File: src/rtl/core/tcw_pkg.sv
package tcw_pkg;

   // character codes with special handling
   localparam logic [7:0] CODE_NEWLINE = 8'd10;
   localparam logic [7:0] CODE_TAB     = 8'd9;
   localparam logic [7:0] CODE_SPACE   = 8'd32;

   // cell buffer interface widths
   localparam int ADDR_WIDTH = 11;
   localparam int CHAR_WIDTH = 8;
   localparam int ATTR_WIDTH = 8;
   localparam int WORD_WIDTH = ATTR_WIDTH + CHAR_WIDTH;

   localparam logic [ATTR_WIDTH-1:0] ATTR_RESET = 8'd7;

   // controller to datapath
   typedef struct packed {
      logic newline;   // move cursor to start of next row, no write
      logic load;      // build a cell word at the cursor and advance
      logic space;     // word is a tab space; last at a tab stop or a column wrap
   } cmd_type;

   // datapath to controller
   typedef struct packed {
      logic in_newline;  // incoming character is a newline
      logic in_tab;      // incoming character is a tab
      logic out_last;    // held word is the final one of this character
   } status_type;

endpackage

File: src/rtl/core/tcw_ctrl.sv
module tcw_ctrl (
   input  logic                clock,
   input  logic                reset,
   input  logic                req_valid,
   output logic                req_stall,
   output logic                rsp_valid,
   input  logic                rsp_stall,
   input  tcw_pkg::status_type status,
   output tcw_pkg::cmd_type    cmd
);

   localparam logic ST_IDLE  = 1'b0;
   localparam logic ST_WRITE = 1'b1;

   logic state_ff;
   logic state_in;

   // next state and datapath commands
   always_comb begin
      state_in  = state_ff;
      cmd       = '0;
      req_stall = 1'b1;
      rsp_valid = 1'b0;
      case (state_ff)
         ST_IDLE: begin
            req_stall = 1'b0;
            if (req_valid) begin
               if (status.in_newline) begin
                  cmd.newline = 1'b1;
               end else begin
                  cmd.load  = 1'b1;
                  cmd.space = status.in_tab;
                  state_in  = ST_WRITE;
               end
            end
         end
         ST_WRITE: begin
            rsp_valid = 1'b1;
            if (!rsp_stall) begin
               if (status.out_last) begin
                  state_in = ST_IDLE;
               end else begin
                  // next space of a tab
                  cmd.load  = 1'b1;
                  cmd.space = 1'b1;
               end
            end
         end
         default: begin
            state_in = ST_IDLE;
         end
      endcase
   end

   always_ff @(posedge clock) begin
      if (reset) begin
         state_ff <= ST_IDLE;
      end else begin
         state_ff <= state_in;
      end
   end

endmodule

File: src/rtl/core/tcw_datapath.sv
module tcw_datapath #(
   parameter int SCREEN_COLUMNS = 80,
   parameter int SCREEN_ROWS    = 25,
   parameter int TAB_STOP       = 4
) (
   input  logic                                clock,
   input  logic                                reset,
   input  logic [tcw_pkg::CHAR_WIDTH-1:0]      req_char_code,
   input  logic                                csr_write,
   input  logic [tcw_pkg::ATTR_WIDTH-1:0]      csr_text_attribute,
   input  tcw_pkg::cmd_type                    cmd,
   output tcw_pkg::status_type                 status,
   output logic [tcw_pkg::ADDR_WIDTH-1:0]      rsp_cell_address,
   output logic [tcw_pkg::WORD_WIDTH-1:0]      rsp_cell_word,
   output logic                                rsp_last_write
);

   localparam int COL_W  = $clog2(SCREEN_COLUMNS);
   localparam int ROW_W  = (SCREEN_ROWS > 1) ? $clog2(SCREEN_ROWS) : 1;
   localparam int PH_W   = (TAB_STOP > 1) ? $clog2(TAB_STOP) : 1;
   localparam int BASE_W = $clog2(SCREEN_ROWS * SCREEN_COLUMNS);
   localparam int SUM_W  = (BASE_W + 1 > tcw_pkg::ADDR_WIDTH) ? BASE_W + 1
                                                              : tcw_pkg::ADDR_WIDTH;

   localparam logic [COL_W-1:0]  COL_LAST = COL_W'(SCREEN_COLUMNS - 1);
   localparam logic [ROW_W-1:0]  ROW_LAST = ROW_W'(SCREEN_ROWS - 1);
   localparam logic [PH_W-1:0]   PH_LAST  = PH_W'(TAB_STOP - 1);
   localparam logic [BASE_W:0]   ROW_STEP = (BASE_W + 1)'(SCREEN_COLUMNS);

   // cursor: column, row, row start address, column modulo tab stop
   logic [COL_W-1:0]  col_ff, col_in;
   logic [ROW_W-1:0]  row_ff, row_in;
   logic [BASE_W-1:0] base_ff, base_in;
   logic [PH_W-1:0]   phase_ff, phase_in;
   logic [tcw_pkg::ATTR_WIDTH-1:0] attr_ff;

   // held output word
   logic [tcw_pkg::ADDR_WIDTH-1:0] addr_ff;
   logic [tcw_pkg::WORD_WIDTH-1:0] word_ff;
   logic                           last_ff;

   logic                           col_wrap;
   logic                           row_wrap;
   logic [BASE_W:0]                base_step;
   logic [SUM_W-1:0]               addr_sum;
   logic [tcw_pkg::CHAR_WIDTH-1:0] char_sel;

   assign col_wrap  = (col_ff == COL_LAST);
   assign row_wrap  = (row_ff == ROW_LAST);
   assign base_step = {1'b0, base_ff} + ROW_STEP;
   assign addr_sum  = SUM_W'(base_ff) + SUM_W'(col_ff);
   assign char_sel  = cmd.space ? tcw_pkg::CODE_SPACE : req_char_code;

   // cursor advance
   always_comb begin
      col_in   = col_ff;
      row_in   = row_ff;
      base_in  = base_ff;
      phase_in = phase_ff;
      if (cmd.newline || (cmd.load && col_wrap)) begin
         col_in   = '0;
         phase_in = '0;
         row_in   = row_wrap ? '0 : row_ff + 1'b1;
         base_in  = row_wrap ? '0 : base_step[BASE_W-1:0];
      end else if (cmd.load) begin
         col_in   = col_ff + 1'b1;
         phase_in = (phase_ff == PH_LAST) ? '0 : phase_ff + 1'b1;
      end
   end

   always_ff @(posedge clock) begin
      if (reset) begin
         col_ff   <= '0;
         row_ff   <= '0;
         base_ff  <= '0;
         phase_ff <= '0;
         attr_ff  <= tcw_pkg::ATTR_RESET;
      end else begin
         col_ff   <= col_in;
         row_ff   <= row_in;
         base_ff  <= base_in;
         phase_ff <= phase_in;
         if (csr_write) begin
            attr_ff <= csr_text_attribute;
         end
      end
   end

   // output word capture; a tab ends at its stop or at a column wrap
   always_ff @(posedge clock) begin
      if (cmd.load) begin
         addr_ff <= addr_sum[tcw_pkg::ADDR_WIDTH-1:0];
         word_ff <= {attr_ff, char_sel};
         last_ff <= !cmd.space || (phase_in == '0);
      end
   end

   assign status.in_newline = (req_char_code == tcw_pkg::CODE_NEWLINE);
   assign status.in_tab     = (req_char_code == tcw_pkg::CODE_TAB);
   assign status.out_last   = last_ff;

   assign rsp_cell_address = addr_ff;
   assign rsp_cell_word    = word_ff;
   assign rsp_last_write   = last_ff;

endmodule

File: src/rtl/core/text_console_cell_writer_top.sv
// The first cell word is valid in the cycle after a character is accepted.
// A character makes n cell writes (1 for a printable byte, up to TAB_STOP for a
//   tab, 0 for a newline); the controller holds one character at a time and
//   takes no new one until the last word of the current one is accepted.
// Reset: synchronous; cursor to row 0 column 0, text attribute to 7.
module text_console_cell_writer_top #(
   parameter int SCREEN_COLUMNS = 80,
   parameter int SCREEN_ROWS    = 25,
   parameter int TAB_STOP       = 4
) (
   input  logic                           clock,
   input  logic                           reset,
   input  logic                           req_valid,
   output logic                           req_stall,
   input  logic [tcw_pkg::CHAR_WIDTH-1:0] req_char_code,
   output logic                           rsp_valid,
   input  logic                           rsp_stall,
   output logic [tcw_pkg::ADDR_WIDTH-1:0] rsp_cell_address,
   output logic [tcw_pkg::WORD_WIDTH-1:0] rsp_cell_word,
   output logic                           rsp_last_write,
   input  logic                           csr_valid,
   output logic                           csr_ready,
   input  logic [tcw_pkg::ATTR_WIDTH-1:0] csr_text_attribute
);

   tcw_pkg::cmd_type    cmd;
   tcw_pkg::status_type status;

   // attribute register takes a word in any cycle
   assign csr_ready = 1'b1;

   tcw_ctrl u_ctrl (
      .clock     (clock),
      .reset     (reset),
      .req_valid (req_valid),
      .req_stall (req_stall),
      .rsp_valid (rsp_valid),
      .rsp_stall (rsp_stall),
      .status    (status),
      .cmd       (cmd)
   );

   tcw_datapath #(
      .SCREEN_COLUMNS (SCREEN_COLUMNS),
      .SCREEN_ROWS    (SCREEN_ROWS),
      .TAB_STOP       (TAB_STOP)
   ) u_datapath (
      .clock              (clock),
      .reset              (reset),
      .req_char_code      (req_char_code),
      .csr_write          (csr_valid && csr_ready),
      .csr_text_attribute (csr_text_attribute),
      .cmd                (cmd),
      .status             (status),
      .rsp_cell_address   (rsp_cell_address),
      .rsp_cell_word      (rsp_cell_word),
      .rsp_last_write     (rsp_last_write)
   );

endmodule

File: config.mk
export PLATFORM = sky130hd
export DESIGN_NAME = text_console_cell_writer_top
export DESIGN_NICKNAME = d
export VERILOG_FILES = /design/src/rtl/core/tcw_pkg.sv /design/src/rtl/core/tcw_ctrl.sv /design/src/rtl/core/tcw_datapath.sv /design/src/rtl/core/text_console_cell_writer_top.sv
export SDC_FILE = /design/constraint.sdc
export NUM_CORES = 1
export LEC_CHECK = 0
export ABC_AREA = 0
export BUFFER_PORTS_ARGS = -buffer_cell sky130_fd_sc_hd__buf_4
export CORE_UTILIZATION = 55
export DETAILED_ROUTE_END_ITERATION = 6
export MAX_ROUTING_LAYER = met4
export PLACE_DENSITY = 0.87
export SLEW_MARGIN = 25
export SYNTH_ARGS = -nofsm -noshare
export SYNTH_HDL_FRONTEND = slang
export SYNTH_SLANG_ARGS = --single-unit
File: constraint.sdc
create_clock -name clock -period 3.05 [get_ports clock]
set_clock_uncertainty 0.2 [all_clocks]
set_input_delay 0.1525 -clock clock [delete_from_list [all_inputs] [get_ports clock]]
set_output_delay 0.1525 -clock clock [all_outputs]
set_load 0.05 [all_outputs]
* Word-level counts from Yosys, hierarchy flattened
Index checks and enable logic that the tools add are counted.
Cells by class: equality and inequality tests 5, $add $sub $neg 5, bitwise logic cells 1, reduce and logical (&&, ||, !) cells 6, multiplexer cells 18
Operator list (count):
- $eq A8 B4 Y1 const B | 2
- $mux W2 | 6
- $add A11 B7 Y11 | 1
- $add A11 B7 Y11 const B | 1
- $mux W11 | 1
- $add A7 B1 Y7 const B | 1
- $eq A7 B7 Y1 const B | 1
- $mux W1 | 7
- $add A5 B1 Y5 const B | 1
- $eq A5 B5 Y1 const B | 1
- $mux W5 | 1
- $pmux W2 S2 | 1
- $mux W3 | 1
- $add A2 B1 Y2 const B | 1
- $eq A2 B2 Y1 const B | 1
- $logic_not A2 Y1 | 1
- $logic_or A1 B1 Y1 | 2
- $pmux W1 S2 | 1
- $reduce_or A2 Y1 | 1
- $logic_and A1 B1 Y1 | 1
- $logic_not A1 Y1 | 1
- $not A1 Y1 | 1
Storage, ports and cells: logic and storage cells 45, output and inout bits 31, input bits 21, register bits 62

* Logic depth before layout (Yosys ltp)
word-level depth 9, mapped depth 7, mapped depth without buffers 6

* By module
Synthesis repeated with hierarchy kept, for this count alone.
Unflattened totals: cells, all modules 214, area, all modules 2469.9 sq um
Modules (own cells, without submodules):
- tcw_datapath | cells each 201, instances 1, sequential area each 1421.4 sq um, area an instance 2358.5 sq um
- tcw_ctrl | cells each 11, instances 1, sequential area each 20.0 sq um, area an instance 100.1 sq um
- text_console_cell_writer_top | cells each 2, instances 1, sequential area each 0.0 sq um, area an instance 11.3 sq um

* Worst setup path before layout
Ideal clock, no wire load.
kind reg-to-reg, from register u_ctrl.state_ff, to register u_datapath.addr_ff, in the netlist u_datapath.rsp_cell_address[0] (enable), path slack 0.342 ns, data required time 2.465 ns, clock period less this slack 2.708 ns, arrival time 2.123 ns, cell stages (with the launch flop) 5, buffers on the path 2, path through dfxtp_1 -> or3b_2 -> buf_2 -> clkbuf_1 -> nand2_1
RTL lines:
- start, declared | line tcw_ctrl.sv:15 | logic state_ff;
- start signal, assigned | line tcw_ctrl.sv:59 | state_ff <= state_in;
- end signal, assigned | line tcw_datapath.sv:92 | addr_ff <= addr_sum[tcw_pkg::ADDR_WIDTH-1:0];
- end, declared | line tcw_datapath.sv:38 | logic [tcw_pkg::ADDR_WIDTH-1:0] addr_ff;

* Worst setup path in the final report
from input port req_char_code[0] (netlist name), to register u_datapath.col_ff[5]
On the way: cells in the longest elaborated chain, start to end 7, elaborated cells between the ends (all ways) 9, those cells by class eq/ne: 1; mux: 5; reduce/logical: 3
RTL lines:
- start, declared | line text_console_cell_writer_top.sv:15 | input logic [tcw_pkg::CHAR_WIDTH-1:0] req_char_code,
- $eq A8 B4 Y1 * | line tcw_datapath.sv:98 | assign status.in_newline = (req_char_code == tcw_pkg::CODE_NEWLINE);
- $mux W2 | line tcw_ctrl.sv:28 | if (status.in_newline) begin
- $mux W3 * | line tcw_ctrl.sv:27 | if (req_valid) begin
- $pmux W2 S2 | line tcw_ctrl.sv:24 | case (state_ff)
- $logic_and A1 B1 Y1 | line tcw_datapath.sv:60 | if (cmd.newline || (cmd.load && col_wrap)) begin
- $logic_or A1 B1 Y1 | line tcw_datapath.sv:60
- $reduce_or A2 Y1 (no source line)
- end signal, assigned | line tcw_datapath.sv:79 | col_ff <= col_in;
- end, declared | line tcw_datapath.sv:31 | logic [COL_W-1:0] col_ff, col_in;
Every way passes the cells marked *; elsewhere a longest branch is shown, timed or not. A chain may end at the register's enable or synchronous reset.

==> flow_metrics.tcl <==
set metrics [dict create \
    min_period_over_period 0.840 \
    die_area_mm2 0.00520 \
    avgViaCountPerCell 6.34 \
    fmax_ghz 0.390 \
    area.growth.synth_to_final_pct 33.7 \
    irDropWorstVdd_uv 251 \
    cts_setup_buffers 0 \
    cts_buffers 9 \
    cts_tree "done" \
    port_buffers 50 \
    synth_commonest_cells "dfxtp_1, edfxtp_1, a21oi_1, nand3_1, nand2_1" \
    slew_viol_final 0 \
    pwr_density_cell_mw_per_mm2 536 \
    grt_pass1_wl_um 12000 \
    dp_slack_ns 0.758 \
    avgSynthCellArea_um2 10.8 \
    vias 2512 \
    wl_met2_um 3780 \
    synth_nets 278 \
    die_w_um 72.1 \
    wl_met1_um 3010 \
    crit_path_start "req_char_code[0]" \
    min_period_ns 2.56 \
    synth_cell_types 54 \
    antenna_found_initial 0 \
    worst_setup_path_end_kind "flip-flop" \
    power.share.switching 0.259 \
    pwr-share-seq 0.452 \
    cp_max_fo 13 \
    worst_pin_slew_ns 0.865 \
    cts_buffer_depth 2 \
    wl_met3_um 826 \
    p_sw_mw 0.501 \
    place.gp.congestion 0.832 \
    ys_ff_latch 58 \
    grt_pass1_vias 2375 \
    root_buffer "clkbuf_8" \
    dp_hpwl_um 3820 \
    die_height_um 72.1 \
    netlist_area_mm2 0.00270 \
    fin_total_pwr_mw 1.94 \
    fp-row-count 25 \
    leakagePower_nw 1.44 \
    p_int_mw 1.43 \
    synthCells 249 \
    timing.final.ws_setup_ns 0.488 \
    maxSlewHeadroom 0.422 \
    grt.overflow.total 0 \
    top_layer_used "met4" \
    synth-edff-count 28 \
    yosysTopAreaCellShare 0.311 \
    finalHoldViolCount 0 \
    wire_per_inst_um 20.0 \
    fin_cells 396 \
    reg2reg_from "u_ctrl.state_ff" \
    drtPass1Iterations 5 \
    ys.flop_type "dfxtp_1" \
    outcome "finished, final reports clean" \
    start_kind "primary input" \
    comb_power_share 0.140 \
    cp.required_ns 3.08 \
    wl_um 7910 \
    ant_nets 0 \
    io_pins 52 \
    drc 0 \
    clock_power_share 0.407 \
    synthArstFlopShare 0 \
    place_inst 350 \
    clk_pin_slew_worst_paths_ns 0.06 \
    cts.sinks 58 \
    fin_tns_setup_ns 0 \
    drt_iter0_markers 326 \
    crit_arrival_ns 2.59 \
    core_mm2 0.00472 \
    htreeDepth 3 \
    synth_most_common_cell "dfxtp_1" \
    yosysTopAreaCell "edfxtp_1" \
    diodes 0 \
    min_from "rsp_stall" \
    nets 353 \
    track_usage 0.323 \
    yosysWarnings 0 \
    initial_core_util 0.572 \
    grt_max_degree 25 \
    yosysSeqAreaShare 0.534 \
    drive_gt1_frac 0.249 \
    drv_cap 0 \
    setup_violations 0 \
    crit_type "in2reg" \
    clock_latency_ns 0.33 \
    rsz0062_at_grt "no" \
    min_path_type "in2reg" \
    synth_area_leaders "edfxtp_1, dfxtp_1, ha_1" \
]
-- what timing repair did --
item	4_1_cts	5_1_grt
hold endpoints to repair	24	0
hold buffers	30	0
resized for setup	0	0
-- metal layers --
metal  GRT usage  vias to the layer above
met5           -                        -
met4       0.155                        0
met3      0.0861                       34
met2       0.514                      233
met1       0.380                     1161
li1            -                     1084
-- cell families after synthesis --
logic type      Yosys count  synth area share
simple gates             85             0.183
fa+ha+maj                 8            0.0371
compound gates           56             0.152
mux                       8            0.0296
xor+xnor                  6            0.0195
flops                    58             0.534
buf+inv                  27            0.0435
other cells               1           0.00139
-- critical path, stage by stage --
cell and delay [ns]:
dlygate4sd3_1 0.56, buf_4 0.16, nor4b_1 0.61, nand3_1 0.51
nand3_2 0.38, o21ba_2 0.20
-- flip-flops by register name, summed over array words and instances (netlist names) --
| name | cells |
|---|---|
| u_datapath.rsp_cell_address | 11 |
| u_datapath.phase_ff | 2 |
| u_datapath.rsp_last_write | 1 |
| u_datapath.base_ff | 7 |
| u_datapath.col_ff | 7 |
| u_datapath.row_ff | 5 |
| u_datapath.attr_ff | 8 |
| u_datapath.rsp_cell_word | 16 |
| u_ctrl.state_ff | 1 |
-- layout make-up --
type                            count  area, um2
Clock inverter                      5       77.6
Sequential cell                    58       1440
Inverter                            9       33.8
Clock buffer                       11        141
Tap cell                           67       83.8
Timing Repair Buffer               82        691
Fill cell                         249       1110
Multi-Input combinational cell    164       1140
-- metrics by stage --
step           area (um2)  hold WS, ns  utilization
2_1_floorplan        2700       0.0806            -
3_3_place_gp         3090        0.175        0.655
3_5_place_dp         3090        0.180        0.655
4_1_cts              3610        0.176        0.765
5_1_grt              3610        0.241        0.765
6_report             3610        0.230        0.765
-- power by group through the flow --
stage               Sequential (mW)  Clock, mW  Combinational, mW
finish                        0.876      0.788              0.272
global route                  0.878      0.823              0.280
CTS                           0.871      0.781              0.257
detailed placement            0.887          0              0.220
global placement              0.885          0              0.216
floorplan                     0.968          0             0.0660
-- layout by cell type, fill, tap and decap left out, types with 3 or more instances in the layout --
| master | n |
|---|---|
| xor2_1 | 4 |
| nand3_1 | 16 |
| dlygate4sd3_1 | 30 |
| ha_1 | 8 |
| o32ai_1 | 3 |
| mux2i_1 | 8 |
| and2_1 | 7 |
| nand2b_1 | 3 |
| a22oi_1 | 3 |
| a31oi_1 | 4 |
| nand2_1 | 15 |
| dfxtp_1 | 30 |
| inv_1 | 9 |
| nand4_1 | 5 |
| edfxtp_1 | 28 |
| or3_1 | 4 |
| nor3_1 | 7 |
| o211ai_1 | 3 |
| o221a_2 | 3 |
| o21ai_0 | 6 |
| nor2_1 | 11 |
| a21oi_1 | 16 |
| buf_4 | 52 |
| nor2b_1 | 3 |
| clkbuf_8 | 10 |
-- path summary, 6_finish.rpt --
| path | endpoint | slack (ns) | depth (start not counted) |
|---|---|---|---|
| max | u_datapath.col_ff[5] | 0.49 | 6 |
| min | u_datapath.col_ff[1] | 0.23 | 5 |
| max reg2reg | u_datapath.col_ff[5] | 0.66 | 5 |
| min reg2reg | u_datapath.rsp_cell_word[14] | 0.24 | 0 |
No activity file was read; power rests on OpenSTA's default activity.
